==> src/rtl/kru_pkg.sv <==
package kru_pkg;

  localparam int TABLE_DEPTH_DEF = 256;

  localparam int KEY_W   = 48;
  localparam int DATA_W  = 48;
  localparam int MODE_W  = 8;
  localparam int TIME_W  = 32;
  localparam int SLOT_W  = 8;
  localparam int COUNT_W = 9;

  localparam logic [MODE_W-1:0] MODE_GUESSED = 8'd71;
  localparam logic [MODE_W-1:0] MODE_USERSET = 8'd85;

  typedef enum logic [1:0] {
    ACT_APPEND  = 2'd0,
    ACT_REPLACE = 2'd1,
    ACT_KEPT    = 2'd2,
    ACT_DROP    = 2'd3
  } action_t;

  typedef struct packed {
    logic [TIME_W-1:0] change_time;
    logic [MODE_W-1:0] entry_mode;
    logic [DATA_W-1:0] home_bbs;
    logic [KEY_W-1:0]  call_sign;
  } entry_t;

  typedef struct packed {
    logic load;
    logic issue;
    logic apply;
    logic out_load;
  } cmd_t;

  typedef struct packed {
    logic hit;
    logic more;
    logic pending;
    logic out_free;
  } status_t;

endpackage

==> src/rtl/kru_ctrl.sv <==
module kru_ctrl import kru_pkg::*; (
  input  logic    clk,
  input  logic    rst,
  input  logic    in_valid,
  output logic    in_ready,
  input  status_t st,
  output cmd_t    cmd
);

  typedef enum logic [3:0] {
    ST_IDLE  = 4'b0001,
    ST_SCAN  = 4'b0010,
    ST_APPLY = 4'b0100,
    ST_OUT   = 4'b1000
  } state_t;

  state_t state, state_next;

  always_ff @(posedge clk) begin
    if (rst) begin
      state <= ST_IDLE;
    end else begin
      state <= state_next;
    end
  end

  always_comb begin
    state_next = state;
    cmd        = '0;
    in_ready   = 1'b0;
    case (state)
      ST_IDLE: begin
        in_ready = 1'b1;
        if (in_valid) begin
          cmd.load   = 1'b1;
          state_next = ST_SCAN;
        end
      end
      ST_SCAN: begin
        if (st.hit || (!st.more && !st.pending)) begin
          state_next = ST_APPLY;
        end else begin
          cmd.issue = 1'b1;
        end
      end
      ST_APPLY: begin
        cmd.apply  = 1'b1;
        state_next = ST_OUT;
      end
      ST_OUT: begin
        if (st.out_free) begin
          cmd.out_load = 1'b1;
          state_next   = ST_IDLE;
        end
      end
      default: begin
        state_next = ST_IDLE;
      end
    endcase
  end

endmodule

==> config.mk <==
export PLATFORM = sky130hd
export DESIGN_NAME = kru_ctrl
export DESIGN_NICKNAME = d
export VERILOG_FILES = /design/src/rtl/kru_pkg.sv /design/src/rtl/kru_ctrl.sv
export SDC_FILE = /design/constraint.sdc
export NUM_CORES = 1
export LEC_CHECK = 0
export BUFFER_PORTS_ARGS = -buffer_cell sky130_fd_sc_hd__buf_2
export CAP_MARGIN = 20
export CORE_AREA = 5 5 42 44
export DETAILED_ROUTE_END_ITERATION = 7
export DIE_AREA = 0 0 47 49
export PLACE_DENSITY = 0.51
export RECOVER_POWER = 25
export SYNTH_ARGS = -nofsm -noshare
export SYNTH_HDL_FRONTEND = slang
export SYNTH_SLANG_ARGS = --single-unit
==> constraint.sdc <==
create_clock -name clk -period 0.9 [get_ports clk]
set_input_delay 0 -clock clk [delete_from_list [all_inputs] [get_ports clk]]
set_output_delay 0 -clock clk [all_outputs]
set_load 0.01 [all_outputs]
==> impl_metrics.tcl, run 1 <==
set metrics [dict create \
    design.final.nets 57 \
    yosysWarningCount 0 \
    number_of_port_buffers 11 \
    timing.clock.skew_ps 14.0 \
    grtUsageMet2_pct 10.9 \
    tritoncts.num_buffers 3 \
    core_area_mm2 0.00140 \
    number_of_h_tree_levels 1 \
    worst_path_largest_cell_delay_ps 360 \
    netlist_area_before_placement_um2 241 \
    violations "negative setup slack" \
    finalWorstSetupSlack_ps -258 \
    globalRoute.totalOverflow 0 \
    timing.final.crit_period_ps 1160 \
    timing_worst_slew_pin_value_ps 275 \
    result_of_the_run "finished with violations" \
    power.clock.fraction_pct 42.2 \
    grt_pass1_vias 270 \
    cts_tree "yes" \
    clock_tree.buffer_depth 2 \
    fin_util_pct 33.9 \
    slew-limit-headroom_pct 81.7 \
    route.detailed.wl_per_inst_um 13.5 \
    worstSetupStartpointType "register" \
    min-delay-path-class "in -> reg" \
    max-cap-violations 0 \
    synth.ff_latch_count 4 \
    power_switching_share_pct 27.1 \
    gp_congestion 0.740 \
    slew_viols_final 0 \
    final_layout_size_suffix_gt1_share_pct 72.9 \
    diodes 0 \
    floorplan.die.width_um 47 \
    grtUsageMet1_pct 8.10 \
    insertion_delay_ps 250 \
    final_common_cell "sky130_fd_sc_hd__buf_2" \
    drtPass1Iterations 1 \
    vdd_drop_max_v 0.000569 \
    synth.lib_cells_used.distinct 17 \
    largest_register "state" \
    ioPinCount 12 \
    grt_antenna_before_repair 0 \
    layout.cells.most_common_list "sky130_fd_sc_hd__buf_2, sky130_fd_sc_hd__buf_6, sky130_fd_sc_hd__buf_4, sky130_fd_sc_hd__clkbuf_4, sky130_fd_sc_hd__dfxtp_4" \
    power_report.internal_total_uw 415 \
    wl_um 864 \
    worst_ep_arrival_time_ps 1160 \
    totalPowerFinal_uw 570 \
    finalCritPeriodShare_pct 129 \
    global_routing_usage_on_met3_pct 4.43 \
    timing.setup.critical_path_class "reg -> out" \
    power.combinational.fraction_pct 24.1 \
    switching_power_uw 155 \
    fillerInstances 155 \
    hold_violations 0 \
    viasPerCell 4.47 \
    synth.net_count 33 \
    syn-instance-count 26 \
    groute.usage.overall_pct 8.30 \
    clock_sinks 4 \
    rsz0062_at_grt "yes" \
    cp_data_required_time_ps 900 \
    crit_path_cell_trace "nor4b_4 > and2_4 > buf_6" \
    worst_setup_hold_path_clk_slew_ps 50 \
    cp_max_fo 7 \
    initial_core_util_pct 17.2 \
    number_of_setup_violations_in_the_final_report 9 \
    grt_first_pass_wirelength_mm 1.24 \
    dieArea_mm2 0.00230 \
    max_freq_mhz 863 \
    vias 286 \
    cts.root.buffer_cell "sky130_fd_sc_hd__clkbuf_4" \
    reg_top3 "state x4" \
    syn_to_final_growth_pct 96.9 \
    power_leakage_uw 0.000206 \
    antenna_violating_nets_post_route 0 \
    initialDrtViolationCount 0 \
    worst_path_max_delay_cell "sky130_fd_sc_hd__dfxtp_4" \
    syn_avg_cell_area_um2 9.29 \
    rows 14 \
    grt_most_used_layer "met2" \
    grt_start_max_net_pins 8 \
    synth.yosys.seq_area_share_pct 33.2 \
    chipHeight_um 49 \
    cellPowerDensity_mw_per_mm2 1200 \
    detail_route.drc_violations 0 \
    crit_path_end_kind "output pin" \
    share_seq_of_total_power_pct 33.7 \
    largest_register_ff_count 4 \
    detailedPlacementHpwl_um 559 \
    setup_total_neg_slack_ps -1760 \
]
## cell families (layout without fill, tap and decap cells)
| group | after synthesis | in the layout | synth area share [%] |
|---|---|---|---|
| DFF | 4 | 4 | 33.2 |
| buffers and inverters | 1 | 23 | 1.55 |
| and+or+nand+nor | 16 | 16 | 50.3 |
| AOI/OAI and AO/OA | 5 | 5 | 15.0 |
## Yosys cell counts
cell type,number,area share (%)
sky130_fd_sc_hd__nor3_1,1,2.1
sky130_fd_sc_hd__nor3b_1,1,3.1
sky130_fd_sc_hd__or3_1,1,2.6
sky130_fd_sc_hd__nor2_1,2,3.1
sky130_fd_sc_hd__nor4b_2,1,6.2
sky130_fd_sc_hd__nor3b_2,2,10
sky130_fd_sc_hd__dfxtp_1,4,33
sky130_fd_sc_hd__and2_4,1,3.6
sky130_fd_sc_hd__nor4_1,2,5.2
sky130_fd_sc_hd__nand2b_1,1,2.6
sky130_fd_sc_hd__nor2b_1,2,5.2
sky130_fd_sc_hd__nand3b_1,2,6.2
sky130_fd_sc_hd__o21ai_0,2,4.1
sky130_fd_sc_hd__o21bai_1,1,3.1
sky130_fd_sc_hd__inv_1,1,1.6
sky130_fd_sc_hd__o311a_1,1,4.1
sky130_fd_sc_hd__a21oi_2,1,3.6
## final cells by class
cell class,instances,area (um2),area share (%)
Inverter,1,3.75,0.789
Timing Repair Buffer,19,135,28.4
Tap cell,16,20.0,4.21
Clock buffer,3,22.5,4.74
Sequential cell,4,92.6,19.5
Multi-Input combinational cell,21,201,42.4
## worst paths after layout
| path | start | to | slack, ps | depth (start not counted) |
|---|---|---|---|---|
| max | state[1] | cmd[3] | -260 | 3 |
| min | rst | state[0] | 30 | 3 |
| max reg2reg | state[1] | state[0] | -240 | 5 |
| min reg2reg | state[1] | state[3] | 480 | 1 |
## power groups by stage
stage,clock (uW),combinational [uW],sequential [uW]
after floorplan,0,48.6,200
after global placement,0,97.2,201
after detailed placement,0,98.1,200
after CTS,244,120,192
after global routing,260,147,193
final,240,137,192
## metal layers
layer	up-vias	wire length (um)	part of all wire, %
li1	141	-	-
met1	131	314	36
met2	10	458	53
met3	4	58	6.7
met4	0	32	3.7
met5	-	0	0
## through the flow
step	cell area [um2]	setup slack, ps	hold slack, ps	cells
6_report	475	-258	32.9	64
2_1_floorplan	253	-159	69.6	26
5_1_grt	475	-307	42.8	64
4_1_cts	424	-260	20.8	61
3_3_place_gp	350	-101	221	56
3_5_place_dp	350	-113	221	56
## timing repair
item / CTS / global route
pin swaps: 3 / 5
hold endpoints to repair: 1 / 0
hold buffers: 1 / 0
resized for setup: 10 / 6
gates cloned: 0 / 0
setup endpoints to repair: 9 / 9
setup buffers: 1 / 3
## critical path, delay by kind of cell (launching register included)
family | cells | cell delay, ps
flip-flops | 1 | 360
AND/OR/NAND/NOR | 2 | 470
buffers and inverters | 1 | 100
Note: power is estimated with default switching activity, not from simulation.
==> run 2: changes to the inputs <==
- CTS_BUF_LIST: unset -> sky130_fd_sc_hd__clkbuf_8
==> run 2 against run 1 <==
The flow still finishes with violations (negative setup slack). Via count fell by 4.9%. Critical endpoint unchanged. Critical path depth did not move. Register-to-register slack improved by 50 ps. Core utilization fell by 1.1 points. Clock power rose by 63%. Non-clock buffer count fell by 3. Largest power group unchanged. Count of clock-buffer cells in the layout did not move. Sequential power barely moved. Final area fell by 3.2%. Fmax rose by 0.32%. Die area did not move. Sequential cell count did not move.
==> impl_metrics.tcl, run 2 (same netlist as run 1, synthesis figures left out) <==
set metrics [dict create \
    result_of_the_run "finished with violations" \
    violations "negative setup slack" \
    power_leakage_uw 0.000196 \
    gp_congestion 0.740 \
    antenna_violating_nets_post_route 0 \
    ioPinCount 12 \
    rows 14 \
    timing.setup.critical_path_class "reg -> out" \
    grt_antenna_before_repair 0 \
    number_of_setup_violations_in_the_final_report 9 \
    max-cap-violations 0 \
    totalPowerFinal_uw 710 \
    crit_path_end_kind "output pin" \
    number_of_port_buffers 11 \
    min-delay-path-class "in -> reg" \
    cts.root.buffer_cell "sky130_fd_sc_hd__clkbuf_8" \
    vias 272 \
    floorplan.die.width_um 47 \
    clock_tree.buffer_depth 2 \
    reg_top3 "state x4" \
    dpl-instance-area_um2 350 \
    slew_viols_final 0 \
    diodes 0 \
    max_freq_mhz 866 \
    timing_worst_slew_pin_value_ps 267 \
    layout.cells.most_common_list "sky130_fd_sc_hd__buf_2, sky130_fd_sc_hd__buf_4, sky130_fd_sc_hd__clkbuf_8, sky130_fd_sc_hd__dfxtp_4" \
    cp_max_fo 7 \
    worstSetupStartpointType "register" \
    finalWorstSetupSlack_ps -254 \
    worst_setup_hold_path_clk_slew_ps 30 \
    clock_sinks 4 \
    wl_um 800 \
    largest_register_ff_count 4 \
    dieArea_mm2 0.00230 \
    finalCritPeriodShare_pct 128 \
    detail_route.drc_violations 0 \
    chipHeight_um 49 \
    worst_ep_arrival_time_ps 1150 \
    timing.final.crit_period_ps 1150 \
    rsz0062_at_grt "yes" \
    core_area_mm2 0.00140 \
    slew-limit-headroom_pct 82.1 \
    route.detailed.wl_per_inst_um 13.1 \
    groute.usage.overall_pct 7.95 \
    detailedPlacementHpwl_um 559 \
    cts_tree "yes" \
    drtPass1Iterations 4 \
    syn_to_final_growth_pct 90.7 \
    fin_hold_ws_ps 48.4 \
    pre_cts_slack_ps -113 \
    grt_start_max_net_pins 8 \
    cellPowerDensity_mw_per_mm2 1540 \
    viasPerCell 4.46 \
    hold_violations 0 \
    globalRoute.totalOverflow 0 \
    initial_core_util_pct 17.2 \
    number_of_h_tree_levels 1 \
    timing.clock.skew_ps 4.09 \
    final_layout_size_suffix_gt1_share_pct 71.1 \
    final_common_cell "sky130_fd_sc_hd__buf_2" \
    fin_util_pct 32.9 \
    vdd_drop_max_v 0.000827 \
    design.final.nets 54 \
    insertion_delay_ps 220 \
    grt_first_pass_wirelength_mm 1.23 \
    cp_data_required_time_ps 900 \
    finish.instance_area_um2 460 \
    tritoncts.num_buffers 3 \
    initialDrtViolationCount 1 \
    largest_register "state" \
    grt_pass1_vias 270 \
]
## run 2: cell types whose count changed in the layout (fill, tap and decap cells not counted)
cell | previous run | this run
sky130_fd_sc_hd__clkbuf_8 | 0 | 3
sky130_fd_sc_hd__clkbuf_4 | 3 | 0
sky130_fd_sc_hd__o21ai_0 | 2 | 1
sky130_fd_sc_hd__buf_6 | 4 | 1
sky130_fd_sc_hd__o21ai_1 | 0 | 1
## run 2: power by group
part	total, uW	switching (uW)	internal [uW]
combinational	126	50.0	75.9
sequential	193	12.2	181
clock	391	105	286
total	710	167	543
## run 2: path summary, 6_finish.rpt
kind	startpoint	end	slack [ps]	depth (start not counted)
worst min register to register	state[1]	state[3]	480	1
worst min-delay path	rst	state[0]	50	3
worst max register to register	state[1]	state[0]	-190	4
worst max-delay path	state[1]	cmd[3]	-250	3
## run 2: what timing repair did
action | CTS | global route
endpoints found under the setup margin | 9 | 9
hold buffers | 1 | 0
gates resized for setup | 12 | 2
endpoints found under the hold margin | 1 | 0
pin swaps | 3 | 0
setup buffers | 1 | 0
## run 2: worst max-delay path, cell delays in order, from the launching register on
cell	delay [ps]
sky130_fd_sc_hd__dfxtp_4	360
sky130_fd_sc_hd__nor4b_4	290
sky130_fd_sc_hd__and2_4	190
sky130_fd_sc_hd__buf_6	100
## run 2: per-stage QoR
stage,setup TNS (ps),cells
final,-1250,61
after global routing,-1690,61
after CTS,-1210,61
after detailed placement,-508,56
after global placement,-446,56
after floorplan,-228,26
## run 2: final cells by class
cell class                      instances  area [um2]
Fill cell                             157         941
Multi-Input combinational cell         21         201
Tap cell                               16        20.0
Sequential cell                         4        92.6
Inverter                                1        3.75
Clock buffer                            3        41.3
Timing Repair Buffer                   16         101
## run 2: routing by layer
metal | GRT usage [%] | routed length, um | vias up
li1 | - | - | 136
met1 | 7.44 | 295 | 123
met2 | 12.0 | 414 | 11
met3 | 4.06 | 66 | 2
met4 | 6.91 | 24 | 0
met5 | 0 | 0 | -
==> run 3: changes to the inputs <==
- SETUP_SLACK_MARGIN: unset -> 0.15
==> run 3 against run 2 <==
Power shrank 4.2%. Non-clock buffer count shrank 1. Global-route usage grew 0.29 points. Count of clock-buffer cells in the layout is the same. Die area is the same. Largest cell class unchanged. Fmax grew 1.3%. Register-to-register slack is essentially flat. Final cell count shrank 1.6%. Worst setup slack gained 15 ps. Largest power group unchanged. Final area shrank 5.2%. Sequential power is essentially flat. The run ends with negative hold slack, negative setup slack left.
==> impl_metrics.tcl, run 3 (same netlist as run 1, synthesis figures left out) <==
set metrics [dict create \
    tritoncts.num_buffers 3 \
    result_of_the_run "finished with violations" \
    r2r_cells 4 \
    reg_top3 "state x4" \
    largest_register_ff_count 4 \
    dpl-instance-area_um2 345 \
    fin_hold_ws_ps -8.74 \
    chipHeight_um 49 \
    gp_congestion 0.690 \
    largest_register "state" \
    antenna_violating_nets_post_route 0 \
    vdd_drop_max_v 0.000828 \
    number_of_setup_violations_in_the_final_report 9 \
    vias 283 \
    wl_um 716 \
    slew_viols_final 0 \
    cp_data_required_time_ps 900 \
    cts_tree "yes" \
    rows 14 \
    initialDrtViolationCount 4 \
    cts.root.buffer_cell "sky130_fd_sc_hd__clkbuf_8" \
    grt_pass1_vias 296 \
    path_delay_family "simple AND/OR/NAND/NOR gates" \
    diodes 0 \
    detailedPlacementHpwl_um 519 \
    globalRoute.totalOverflow 0 \
    timing.clock.skew_ps 1.26 \
    route.detailed.wl_per_inst_um 11.9 \
    drtPass1Iterations 4 \
    post-place-cells 55 \
    viasPerCell 4.72 \
    r2r_start "state[3]" \
    core_area_mm2 0.00140 \
    detail_route.drc_violations 0 \
    power_report.internal_total_uw 535 \
    worst_reg_to_reg_setup_slack_ps -190 \
    timing.final.crit_period_ps 1140 \
    cellPowerDensity_mw_per_mm2 1560 \
    worst_path_max_delay_cell "sky130_fd_sc_hd__dfxtp_4" \
    violations "negative hold slack, negative setup slack" \
    min_path_cells 2 \
    power.clock.fraction_pct 55.0 \
    cp_max_fo 7 \
    min-delay-path-class "in -> reg" \
    final_layout_size_suffix_gt1_share_pct 68.2 \
    layout.cells.most_common_list "sky130_fd_sc_hd__buf_2, sky130_fd_sc_hd__nor3b_2, sky130_fd_sc_hd__clkbuf_8, sky130_fd_sc_hd__buf_4, sky130_fd_sc_hd__dfxtp_4" \
    setup_total_neg_slack_ps -1200 \
    worst_setup_hold_path_clk_slew_ps 30 \
    rsz0062_at_grt "yes" \
    final-instance-count-excl-fill 60 \
    worst_path_largest_cell_delay_ps 370 \
    finalWorstSetupSlack_ps -240 \
    crit_path_end_kind "output pin" \
    power_leakage_uw 0.000193 \
    grt_antenna_before_repair 0 \
    ioPinCount 12 \
    crit_path_cell_trace "nor4b_4 > and2_4 > buf_6" \
    floorplan.die.width_um 47 \
    finish.instance_area_um2 437 \
    hold_violations 1 \
    r2r-end "state[0]" \
    number_of_port_buffers 11 \
    syn_to_final_growth_pct 80.8 \
    power_switching_share_pct 21.4 \
    max-cap-violations 0 \
    final_common_cell "sky130_fd_sc_hd__buf_2" \
    share_seq_of_total_power_pct 28.4 \
    min_delay_worst_endpoint "state[3]" \
    dieArea_mm2 0.00230 \
    worst_ep_arrival_time_ps 1140 \
    finalCritPeriodShare_pct 127 \
    grt_first_pass_wirelength_mm 1.27 \
    timing_worst_slew_pin_value_ps 208 \
    max_freq_mhz 877 \
    design.final.nets 53 \
    power.combinational.fraction_pct 16.6 \
    slew-limit-headroom_pct 86.0 \
    switching_power_uw 146 \
    insertion_delay_ps 220 \
    cp.buffers_inverters 1 \
    number_of_h_tree_levels 1 \
    timing.setup.critical_path_class "reg -> out" \
    clock_sinks 4 \
    initial_core_util_pct 17.2 \
    groute.usage.overall_pct 8.23 \
    grt_start_max_net_pins 8 \
    clock_tree.buffer_depth 2 \
    worstSetupStartpointType "register" \
    fin_util_pct 31.2 \
    hp-start "rst" \
]
[run 3: worst register-to-register path: stages, from the launching register on]
cell                      delay, ps
sky130_fd_sc_hd__dfxtp_4        370
sky130_fd_sc_hd__nor4b_4        270
sky130_fd_sc_hd__and2_4         190
sky130_fd_sc_hd__buf_4          110
sky130_fd_sc_hd__a21oi_2         50
[run 3: final cells by class]
class / instances / area, um2
inverter: 1 / 3.75
multi-input combinational: 21 / 184
timing repair buffer: 15 / 95.1
tap: 16 / 20.0
clock buffer: 3 / 41.3
sequential: 4 / 92.6
fill: 155 / 965
[run 3: how the worst max path moves through the flow]
stage / from / slack [ps] / end / depth (start not counted)
5_1_grt: state[3] / -280 / cmd[3] / 3
6_report: state[3] / -240 / cmd[3] / 3
2_1_floorplan: state[2] / -160 / state[0] / 3
4_1_cts: state[3] / -250 / cmd[3] / 3
3_3_place_gp: state[1] / -120 / state[2] / 3
3_5_place_dp: state[2] / -140 / state[0] / 3
[run 3: stage by stage]
stage                     total power (uW)  hold slack, ps  setup WS, ps
after floorplan                        249            69.6          -159
after global placement                 290             217          -120
after detailed placement               290             212          -140
after CTS                              699           -18.4          -246
after global routing                   723            2.76          -282
final                                  681           -8.74          -240
[run 3: power by group through the flow]
stage	combinational (uW)	clock [uW]	sequential [uW]
floorplan	48.7	0	200
global placement	87.3	0	202
detailed placement	86.8	0	203
CTS	113	392	194
global route	123	406	195
finish	113	374	193
[run 3: what timing repair did]
action / 4_1_cts / 5_1_grt
buffers inserted: 2 / 0
resized for setup: 10 / 0
endpoints found under the setup margin: 9 / 9
endpoints found under the hold margin: 1 / 0
pin swaps: 2 / 0
[run 3: per-layer routing]
| metal | wire length [um] | vias to the layer above | GRT usage [%] | part of all wire, % |
|---|---|---|---|---|
| li1 | - | 137 | - | - |
| met1 | 262 | 131 | 7.46 | 37 |
| met2 | 358 | 11 | 12.0 | 50 |
| met3 | 71 | 4 | 4.43 | 9.9 |
| met4 | 24 | 0 | 8.29 | 3.4 |
| met5 | 0 | - | 0 | 0 |
